### src/rtl/core/bdqs_pkg.sv
// ----------------------------------------------------------------------------
// bdqs_pkg: shared types for the bounded deque with search
// Command and status codes, the result transaction layout, controller states
// and the per-cycle control word broadcast to every storage cell.
// ----------------------------------------------------------------------------
package bdqs_pkg;

   localparam int VALUE_W = 32;
   localparam int FIELD_W = 5;   // width of the position and size result fields
   localparam int CMD_W   = 3;
   localparam int RSP_W   = 80;  // result tdata, padded to whole bytes

   typedef logic signed [VALUE_W-1:0] value_type;

   typedef enum logic [CMD_W-1:0] {
      CMD_PUSH_FRONT = 3'd0,
      CMD_PUSH_BACK  = 3'd1,
      CMD_POP_FRONT  = 3'd2,
      CMD_POP_BACK   = 3'd3,
      CMD_FIND       = 3'd4
   } cmd_type;

   typedef enum logic [1:0] {
      STAT_OK        = 2'd0,
      STAT_EMPTY     = 2'd1,
      STAT_FULL      = 2'd2,
      STAT_NOT_FOUND = 2'd3
   } status_type;

   typedef enum logic {
      ST_IDLE = 1'b0,
      ST_SCAN = 1'b1
   } state_type;

   typedef enum logic [1:0] {
      CELL_HOLD       = 2'd0,
      CELL_SHIFT_UP   = 2'd1,   // take the lower neighbor's value (toward the back)
      CELL_SHIFT_DOWN = 2'd2,   // take the upper neighbor's value (toward the front)
      CELL_WRITE      = 2'd3    // selected cell takes the request value
   } cell_op_type;

   typedef enum logic [1:0] {
      SCAN_HOLD  = 2'd0,
      SCAN_LOAD  = 2'd1,        // copy the stored value into the scan line
      SCAN_SHIFT = 2'd2         // move the scan line one cell toward the front
   } scan_op_type;

   typedef struct packed {
      cell_op_type cell_op;
      scan_op_type scan_op;
   } cell_ctrl_type;

   typedef struct packed {
      value_type          back;
      logic [FIELD_W-1:0] size;
      logic [FIELD_W-1:0] position;
      value_type          popped;
      status_type         status;
   } result_type;

endpackage

### src/rtl/core/bdqs_cell.sv
// ----------------------------------------------------------------------------
// bdqs_cell: one storage cell of the deque chain
// Holds one stored value and one scan-line value; both move to or from the
// neighboring cells as the broadcast control word tells.
// ----------------------------------------------------------------------------
module bdqs_cell (
   input  logic                   clock,
   input  bdqs_pkg::cell_ctrl_type ctrl,
   input  logic                   write_sel,
   input  bdqs_pkg::value_type    write_value,
   input  bdqs_pkg::value_type    lower_value,
   input  bdqs_pkg::value_type    upper_value,
   input  bdqs_pkg::value_type    upper_scan,
   output bdqs_pkg::value_type    value_out,
   output bdqs_pkg::value_type    scan_out
);
   import bdqs_pkg::*;

   value_type value_ff, value_in;
   value_type scan_ff, scan_in;

   // select the next stored value
   always_comb begin
      value_in = value_ff;
      case (ctrl.cell_op)
         CELL_SHIFT_UP:   value_in = lower_value;
         CELL_SHIFT_DOWN: value_in = upper_value;
         CELL_WRITE:      value_in = write_sel ? write_value : value_ff;
         default:         value_in = value_ff;
      endcase
   end

   // select the next scan-line value
   always_comb begin
      scan_in = scan_ff;
      case (ctrl.scan_op)
         SCAN_LOAD:  scan_in = value_ff;
         SCAN_SHIFT: scan_in = upper_scan;
         default:    scan_in = scan_ff;
      endcase
   end

   always_ff @(posedge clock) begin
      value_ff <= value_in;
      scan_ff  <= scan_in;
   end

   assign value_out = value_ff;
   assign scan_out  = scan_ff;

endmodule

### src/rtl/core/bdqs_ctrl.sv
// ----------------------------------------------------------------------------
// bdqs_ctrl: command sequencer for the deque chain
// Tracks occupancy and the back value, drives the cell chain, walks the scan
// line for find and pop-back, and buffers results in a two-entry skid.
// ----------------------------------------------------------------------------
module bdqs_ctrl #(
   parameter int CAPACITY = 16
) (
   input  logic                                clock,
   input  logic                                reset,
   input  logic                                req_tvalid,
   output logic                                req_tready,
   input  logic [bdqs_pkg::CMD_W-1:0]          req_tuser,
   input  bdqs_pkg::value_type                 req_value,
   output logic                                rsp_tvalid,
   input  logic                                rsp_tready,
   output bdqs_pkg::result_type                rsp_result,
   output bdqs_pkg::cell_ctrl_type             cell_ctrl,
   output logic [$clog2(CAPACITY+1)-1:0]       occupancy,
   input  bdqs_pkg::value_type                 front_value,
   input  bdqs_pkg::value_type                 scan_head
);
   import bdqs_pkg::*;

   localparam int CNT_W = $clog2(CAPACITY + 1);
   localparam int IDX_W = $clog2(CAPACITY);

   state_type          state_ff, state_in;
   logic [CNT_W-1:0]   occ_ff, occ_in;
   value_type          back_ff, back_in;
   value_type          popped_ff, popped_in;
   value_type          key_ff, key_in;
   logic [IDX_W-1:0]   idx_ff, idx_in;
   logic               scan_pop_ff, scan_pop_in;
   logic               out_valid_ff;
   result_type         out_ff;
   logic               hold_valid_ff;
   result_type         hold_ff;

   cmd_type            cmd;
   logic               accept;
   logic               is_empty;
   logic               is_full;
   logic               at_last;
   logic               key_hit;
   logic               scan_start;
   logic               scan_done;
   logic               out_free;
   logic               res_valid;
   result_type         res;

   assign cmd        = cmd_type'(req_tuser);
   assign req_tready = (state_ff == ST_IDLE) && !hold_valid_ff;
   assign accept     = req_tvalid && req_tready;
   assign is_empty   = (occ_ff == '0);
   assign is_full    = (occ_ff == CNT_W'(CAPACITY));
   assign at_last    = (CNT_W'(idx_ff) == occ_ff - CNT_W'(1));
   assign key_hit    = (scan_head == key_ff);

   // decide when a walk of the scan line starts and ends
   always_comb begin
      scan_start = 1'b0;
      if (accept) begin
         case (cmd)
            CMD_FIND:     scan_start = !is_empty;
            CMD_POP_BACK: scan_start = (occ_ff > CNT_W'(1));
            default:      scan_start = 1'b0;
         endcase
      end
      scan_done = (state_ff == ST_SCAN) && (at_last || (key_hit && !scan_pop_ff));
   end

   // next state
   always_comb begin
      state_in = state_ff;
      case (state_ff)
         ST_IDLE: state_in = scan_start ? ST_SCAN : ST_IDLE;
         ST_SCAN: state_in = scan_done ? ST_IDLE : ST_SCAN;
         default: state_in = ST_IDLE;
      endcase
   end

   // chain control, bookkeeping and result
   always_comb begin
      cell_ctrl.cell_op = CELL_HOLD;
      cell_ctrl.scan_op = SCAN_HOLD;
      occ_in            = occ_ff;
      back_in           = back_ff;
      popped_in         = popped_ff;
      key_in            = key_ff;
      idx_in            = idx_ff;
      scan_pop_in       = scan_pop_ff;
      res_valid         = 1'b0;
      res.status        = STAT_OK;
      res.popped        = '0;
      res.position      = '0;
      case (state_ff)
         ST_IDLE: begin
            if (accept) begin
               key_in      = req_value;
               idx_in      = '0;
               scan_pop_in = 1'b0;
               res_valid   = !scan_start;
               case (cmd)
                  CMD_PUSH_FRONT: begin
                     if (is_full) begin
                        res.status = STAT_FULL;
                     end else begin
                        cell_ctrl.cell_op = CELL_SHIFT_UP;
                        occ_in            = occ_ff + CNT_W'(1);
                        back_in           = is_empty ? req_value : back_ff;
                     end
                  end
                  CMD_PUSH_BACK: begin
                     if (is_full) begin
                        res.status = STAT_FULL;
                     end else begin
                        cell_ctrl.cell_op = CELL_WRITE;
                        occ_in            = occ_ff + CNT_W'(1);
                        back_in           = req_value;
                     end
                  end
                  CMD_POP_FRONT: begin
                     if (is_empty) begin
                        res.status = STAT_EMPTY;
                     end else begin
                        cell_ctrl.cell_op = CELL_SHIFT_DOWN;
                        res.popped        = front_value;
                        occ_in            = occ_ff - CNT_W'(1);
                        back_in           = (occ_ff == CNT_W'(1)) ? '0 : back_ff;
                     end
                  end
                  CMD_POP_BACK: begin
                     if (is_empty) begin
                        res.status = STAT_EMPTY;
                     end else begin
                        res.popped        = back_ff;
                        popped_in         = back_ff;
                        occ_in            = occ_ff - CNT_W'(1);
                        scan_pop_in       = 1'b1;
                        cell_ctrl.scan_op = SCAN_LOAD;
                        if (occ_ff == CNT_W'(1)) begin
                           back_in = '0;
                        end
                     end
                  end
                  CMD_FIND: begin
                     if (is_empty) begin
                        res.status = STAT_EMPTY;
                     end else begin
                        cell_ctrl.scan_op = SCAN_LOAD;
                     end
                  end
                  default: res.status = STAT_OK;
               endcase
            end
         end
         ST_SCAN: begin
            if (scan_pop_ff) begin
               // the new back sits at the last occupied position
               if (at_last) begin
                  res_valid  = 1'b1;
                  res.popped = popped_ff;
                  back_in    = scan_head;
               end else begin
                  cell_ctrl.scan_op = SCAN_SHIFT;
                  idx_in            = idx_ff + IDX_W'(1);
               end
            end else if (key_hit) begin
               res_valid    = 1'b1;
               res.position = FIELD_W'(CNT_W'(idx_ff) + CNT_W'(1));
            end else if (at_last) begin
               res_valid  = 1'b1;
               res.status = STAT_NOT_FOUND;
            end else begin
               cell_ctrl.scan_op = SCAN_SHIFT;
               idx_in            = idx_ff + IDX_W'(1);
            end
         end
         default: res_valid = 1'b0;
      endcase
      res.size = FIELD_W'(occ_in);
      res.back = back_in;
   end

   // control state
   always_ff @(posedge clock) begin
      if (reset) begin
         state_ff <= ST_IDLE;
         occ_ff   <= '0;
         back_ff  <= '0;
      end else begin
         state_ff <= state_in;
         occ_ff   <= occ_in;
         back_ff  <= back_in;
      end
   end

   // per-command working registers
   always_ff @(posedge clock) begin
      popped_ff   <= popped_in;
      key_ff      <= key_in;
      idx_ff      <= idx_in;
      scan_pop_ff <= scan_pop_in;
   end

   // output register with a skid entry behind it
   assign out_free = !out_valid_ff || rsp_tready;

   always_ff @(posedge clock) begin
      if (reset) begin
         out_valid_ff  <= 1'b0;
         hold_valid_ff <= 1'b0;
      end else if (out_free) begin
         if (hold_valid_ff) begin
            out_valid_ff  <= 1'b1;
            hold_valid_ff <= 1'b0;
         end else begin
            out_valid_ff <= res_valid;
         end
      end else if (res_valid) begin
         hold_valid_ff <= 1'b1;
      end
   end

   always_ff @(posedge clock) begin
      if (out_free) begin
         out_ff <= hold_valid_ff ? hold_ff : res;
      end else if (res_valid) begin
         hold_ff <= res;
      end
   end

   assign rsp_tvalid = out_valid_ff;
   assign rsp_result = out_ff;
   assign occupancy  = occ_ff;

endmodule

### src/rtl/core/bounded_deque_with_search_core.sv
// ----------------------------------------------------------------------------
// bounded_deque_with_search_core: bounded deque of signed 32-bit values
// Push and pop at both ends plus a search from the front, built as a chain
// of register cells with a scan line that walks toward the front.
// ----------------------------------------------------------------------------
// Usage:
//   Request channel (req_*): tuser carries the command, tdata the value.
//   Response channel (rsp_*): one transaction per request; tuser carries the
//   status, tdata the popped value, position, size and back value.
//   Push front, push back, pop front and every refused or unused command
//   finish in the cycle they are accepted, so they run back to back at one
//   per cycle while the skid entry is free; the response is registered.
//   Find walks the scan line one cell per cycle from the front until a hit
//   or the last stored value. Pop back walks the scan line to the new back
//   entry after the pop, with no walk when the pop empties the deque.
//   A new request is taken once the previous one has finished; a finished
//   response waits in the output register while the next request runs, and a
//   second one waits in a skid entry, which holds off further requests.
//   Reset empties the deque and drops pending responses; stored cell values
//   are not cleared. The receiver may stall rsp_tready without loss.
// ----------------------------------------------------------------------------
module bounded_deque_with_search_core #(
   parameter int CAPACITY = 16
) (
   input  logic                         clock,
   input  logic                         reset,
   input  logic                         req_tvalid,
   output logic                         req_tready,
   input  logic [bdqs_pkg::CMD_W-1:0]   req_tuser,   // [2:0] command
   input  logic [bdqs_pkg::VALUE_W-1:0] req_tdata,   // [31:0] value
   output logic                         rsp_tvalid,
   input  logic                         rsp_tready,
   output logic [1:0]                   rsp_tuser,   // [1:0] status
   // [31:0] popped_value, [36:32] position, [41:37] size_now,
   // [73:42] back_value, [79:74] zero
   output logic [bdqs_pkg::RSP_W-1:0]   rsp_tdata
);
   import bdqs_pkg::*;

   localparam int CNT_W = $clog2(CAPACITY + 1);
   localparam int PAD_W = RSP_W - (2 * VALUE_W + 2 * FIELD_W);

   cell_ctrl_type    cell_ctrl;
   logic [CNT_W-1:0] occupancy;
   result_type       result;
   value_type        req_value;
   value_type        cell_value [CAPACITY];
   value_type        cell_scan  [CAPACITY];

   assign req_value = value_type'(req_tdata);

   bdqs_ctrl #(
      .CAPACITY(CAPACITY)
   ) u_ctrl (
      .clock      (clock),
      .reset      (reset),
      .req_tvalid (req_tvalid),
      .req_tready (req_tready),
      .req_tuser  (req_tuser),
      .req_value  (req_value),
      .rsp_tvalid (rsp_tvalid),
      .rsp_tready (rsp_tready),
      .rsp_result (result),
      .cell_ctrl  (cell_ctrl),
      .occupancy  (occupancy),
      .front_value(cell_value[0]),
      .scan_head  (cell_scan[0])
   );

   // cell 0 is the front; values move up on push front, down on pop front
   for (genvar i = 0; i < CAPACITY; i++) begin : g_cell
      value_type lower_value;
      value_type upper_value;
      value_type upper_scan;

      if (i == 0) begin : g_front
         assign lower_value = req_value;
      end else begin : g_inner_low
         assign lower_value = cell_value[i-1];
      end

      if (i == CAPACITY - 1) begin : g_end
         assign upper_value = '0;
         assign upper_scan  = '0;
      end else begin : g_inner_high
         assign upper_value = cell_value[i+1];
         assign upper_scan  = cell_scan[i+1];
      end

      bdqs_cell u_cell (
         .clock      (clock),
         .ctrl       (cell_ctrl),
         .write_sel  (occupancy == CNT_W'(i)),
         .write_value(req_value),
         .lower_value(lower_value),
         .upper_value(upper_value),
         .upper_scan (upper_scan),
         .value_out  (cell_value[i]),
         .scan_out   (cell_scan[i])
      );
   end

   // pack the response transaction
   assign rsp_tuser = result.status;
   assign rsp_tdata = {{PAD_W{1'b0}}, result.back, result.size, result.position,
                       result.popped};

endmodule

### config.mk
export PLATFORM = sky130hd
export DESIGN_NAME = bounded_deque_with_search_core
export DESIGN_NICKNAME = d
export VERILOG_FILES = /design/src/rtl/core/bdqs_pkg.sv /design/src/rtl/core/bdqs_cell.sv /design/src/rtl/core/bdqs_ctrl.sv /design/src/rtl/core/bounded_deque_with_search_core.sv
export SDC_FILE = /design/constraint.sdc
export NUM_CORES = 2
export LEC_CHECK = 0
export ABC_CLOCK_PERIOD_IN_PS = 19900
export BUFFER_PORTS_ARGS = -buffer_cell sky130_fd_sc_hd__buf_4
export CORE_MARGIN = 2
export CORE_UTILIZATION = 40
export CTS_BUF_LIST = sky130_fd_sc_hd__clkbuf_2 sky130_fd_sc_hd__clkbuf_4 sky130_fd_sc_hd__clkbuf_8
export DETAILED_ROUTE_END_ITERATION = 6
export PLACE_DENSITY = 0.61
export SYNTH_ARGS = -nofsm -noshare
export SYNTH_HDL_FRONTEND = slang
export SYNTH_SLANG_ARGS = --single-unit
### constraint.sdc
create_clock -name clock -period 19.9 [get_ports clock]
set_clock_uncertainty 0.2 [all_clocks]
set_input_delay 0.995 -clock clock [delete_from_list [all_inputs] [get_ports clock]]
set_output_delay 0.995 -clock clock [all_outputs]
set_load 0.02 [all_outputs]
==> impl_metrics.json <==
{
  "worstReg2RegEnd": "g_cell[11].u_cell.value_out[17]",
  "worstReg2RegStart": "u_ctrl.occupancy[0]",
  "synth-adder-area-share": 0.00196,
  "syn-cell-area_sq_um": 57400,
  "cts_htree_levels": 4,
  "timing.setup.tns_ns": 0,
  "synth_top_flop_cell": "sky130_fd_sc_hd__edfxtp_1",
  "worst_skew_pair.late_latency_ns": 0.91,
  "cts_tree": "yes",
  "synth.avg_cell_area_sq_um": 13.3,
  "grt_start_max_net_pins": 247,
  "antenna_found_initial": 5,
  "asyncSetResetFlopFracSynth": 0,
  "antenna_violating_nets_post_route": 0,
  "io_pins": 123,
  "number_of_port_buffers": 116,
  "post_route_design_area_sq_um": 63500,
  "die_extent_in_y_um": 383,
  "share_clk_of_total_power": 0.374,
  "overall_routing_resource_usage": 0.187,
  "yosys_warns": 0,
  "final-setup-viol-count": 0,
  "postSynthRegisterBits": 1285,
  "die_w_um": 383,
  "setup_repair_after_global_routing_missed_its_margin": "no",
  "initialDrtViolationCount": 3498,
  "globalRoute.totalOverflow": 0,
  "switching_power_mw": 1.34,
  "grt.met2_usage": 0.283,
  "area_fraction_in_and_or_nand_and_nor_cells_after_synthesis": 0.0596,
  "totalWireLength_um": 139000,
  "grt_pass1_wl_um": 213000,
  "synth_enable_flop_cells": 1245,
  "report.final.slew_viol_count": 0,
  "worst-slew-pin-transition_ns": 1.14,
  "critPathCaptureType": "register",
  "root_buffer": "sky130_fd_sc_hd__clkbuf_8",
  "hold_path_class": "in -> reg",
  "vias_per_cell": 5.56,
  "tritoncts.num_buffers": 198,
  "num_vias": 35400,
  "globalRoute.busiestLayer": "met2",
  "clock.fmax_ghz": 0.153,
  "synth_xor_area_frac": 0.00665,
  "r2r_setup_slack_ns": 13.38,
  "grt_pass1_vias": 34000,
  "route.detailed.drc": 0,
  "mostFrequentLayoutCell": "sky130_fd_sc_hd__edfxtp_1",
  "synth.yosys.seq_area_share": 0.665,
  "min_period_over_period": 0.328,
  "dieArea_sq_um": 147000,
  "worst_setup_path_start_kind": "register",
  "hold_violations": 0,
  "ff2ff_path_depth": 11,
  "timing.max_slew.rel_slack": 0.238,
  "core.rowCount": 138,
  "outcome": "complete, no violations",
  "power.share.sequential": 0.549,
  "synth_top_family_by_area": "compound AO/OA/AOI/OAI gates",
  "clock_path_buffers": 3,
  "global_route.usage.met3": 0.0277,
  "static-leakage-power_nw": 21.8,
  "cap_violations": 0,
  "flow.area_growth_from_synthesis_pct": 10.6,
  "timing.final.crit_period_ns": 6.52,
  "groute.layer.met1.usage": 0.278,
  "power_total_mw": 5.69,
  "worstPathRequired_ns": 20.29,
  "floorplan.initialDensity": 0.404,
  "critical_path.most_common_cell": "sky130_fd_sc_hd__buf_4",
  "switching_share": 0.236,
  "path_max_fanout": 246,
  "core_area_sq_um": 142000,
  "detail_route.first_pass.iterations": 5,
  "synth.mux.area_fraction": 0.114,
  "nets": 4369,
  "critical_path.startpoint": "u_ctrl.occupancy[0]",
  "most-common-layout-cells": "sky130_fd_sc_hd__edfxtp_1 (1245), sky130_fd_sc_hd__mux2_2 (549), sky130_fd_sc_hd__nand2_1 (516), sky130_fd_sc_hd__a21oi_1 (481), sky130_fd_sc_hd__o21ai_1 (273)",
  "cellPowerDensity_nw_per_um2": 89.7,
  "crit_slowest_cell": "sky130_fd_sc_hd__buf_4",
  "critPathArrivalTime_ns": 6.92,
  "ir_drop_mv": 0.0562,
  "comb_power_share": 0.077,
  "post_route_cells_drive_above_1_share": 0.244,
  "crit_path_end": "g_cell[11].u_cell.value_out[17]",
  "clock_sink_count": 1285,
  "internal_power_mw": 4.35,
  "clk_pin_slew_worst_paths_ns": 0.07,
  "cts_hold_buffers": 0,
  "post_synth_num_cell_types": 65,
  "cts_repair_resize_count": 0,
  "timing.critical_path.cells": "inv_1 -> ha_1 -> nor4b_4 -> nor3_1 -> a21oi_1 -> nand2b_4 -> buf_4 -> buf_12 -> buf_4 -> buf_4 -> o21ai_0",
  "path_class": "reg -> reg",
  "compound_cell_area_share_of_the_yosys_netlist": 0.117,
  "setup_repair_bufs_after_cts": 0,
  "gp_routability_congestion": 0.816,
  "critical-path-max-stage-delay_ns": 0.87,
  "syn_inst": 4318,
  "detailed_place.area_sq_um": 59600,
  "place_hpwl_um": 79200,
  "wl_per_cell_um": 21.8
}
## cell type report
class | count | area, sq um
clock inverter | 61 | 285
multi-input combinational | 2614 | 17500
clock buffer | 298 | 3510
fill | 12900 | 78500
antenna | 4 | 10.0
timing repair buffer | 179 | 1390
inverter | 43 | 169
tap | 1890 | 2360
sequential | 1285 | 38200
## Yosys cell counts (37+ instances only)
master	count	area (sq um)
sky130_fd_sc_hd__edfxtp_1	1245	37400
sky130_fd_sc_hd__mux2_2	549	6180
sky130_fd_sc_hd__nand2_1	517	1940
sky130_fd_sc_hd__a21oi_1	498	2490
sky130_fd_sc_hd__o21ai_1	274	1370
sky130_fd_sc_hd__clkbuf_1	239	897
sky130_fd_sc_hd__o21ai_0	221	1110
sky130_fd_sc_hd__nor2_1	62	233
sky130_fd_sc_hd__inv_1	43	161
sky130_fd_sc_hd__nor2b_1	43	269
sky130_fd_sc_hd__buf_2	41	205
sky130_fd_sc_hd__dfxtp_1	40	801
sky130_fd_sc_hd__xnor2_1	39	342
sky130_fd_sc_hd__buf_1	38	143
sky130_fd_sc_hd__and3_1	37	231
sky130_fd_sc_hd__mux2i_1	37	370
sky130_fd_sc_hd__o31ai_1	37	278
## logic make-up after synthesis
group | after synthesis
AOI/OAI and AO/OA | 1204
xor gates and xnor gates | 42
adders and majority gates | 9
buffers and inverters | 424
DFF | 1285
muxes | 586
other | 1
and+or+nand+nor | 767
## power groups by stage
stage	registers (mW)	clock network, mW	logic [mW]
after global placement	3.18	0	0.429
after detailed placement	3.18	0	0.435
after global routing	3.13	2.30	0.476
final	3.13	2.13	0.436
after CTS	3.13	2.19	0.437
after floorplan	3.21	0	0.275
## state kept, by name, summed over array words and instances (netlist names)
signal and cells:
g_cell.u_cell.scan_out 512, g_cell.u_cell.value_out 512, u_ctrl.hold_ff 76, u_ctrl.rsp_result 76, u_ctrl.back_ff 32, u_ctrl.key_ff 32, u_ctrl.popped_ff 32, u_ctrl.occupancy 5
u_ctrl.idx_ff 4, u_ctrl.hold_valid_ff 1, u_ctrl.rsp_tvalid 1, u_ctrl.scan_pop_ff 1, u_ctrl.state_ff 1
## worst max-delay path: cells and delay by family (launching register included)
family,cells,cell delay [ns]
DFF,1,0.40
and+or+nand+nor,3,1.27
AOI/OAI and AO/OA,2,0.43
buffers and inverters,5,3.27
adders and majority gates,1,0.30
## how the worst min path moves through the flow
stage	startpoint	endpoint	slack, ns	depth (start not counted)
2_1_floorplan	u_ctrl.back_ff[29]	u_ctrl.popped_ff[29]	0.25	0
3_3_place_gp	u_ctrl.back_ff[27]	u_ctrl.popped_ff[27]	0.28	0
3_5_place_dp	u_ctrl.back_ff[28]	u_ctrl.popped_ff[28]	0.29	0
4_1_cts	req_tdata[10]	u_ctrl.key_ff[10]	0.04	1
5_1_grt	req_tdata[10]	u_ctrl.key_ff[10]	0.09	1
6_report	req_tdata[10]	u_ctrl.key_ff[10]	0.14	1
## metal layers
| metal | wire, um | part of all wire |
|---|---|---|
| met5 | 0 | 0 |
| met2 | 61800 | 0.44 |
| met1 | 65000 | 0.47 |
| met4 | 3040 | 0.022 |
| met3 | 9110 | 0.066 |
## through the flow
| stage | worst slack [ns] | util | hold WS (ns) | std cells |
|---|---|---|---|---|
| after CTS | 13.56 | 0.447 | 0.0435 | 6370 |
| final | 13.38 | 0.447 | 0.144 | 6374 |
| after detailed placement | 13.34 | 0.420 | 0.289 | 6011 |
| after floorplan | 6.56 | - | 0.252 | 4323 |
| after global placement | 13.43 | 0.420 | 0.284 | 6011 |
| after global routing | 12.72 | 0.447 | 0.0902 | 6374 |
Note: power is estimated with default switching activity, not from simulation.
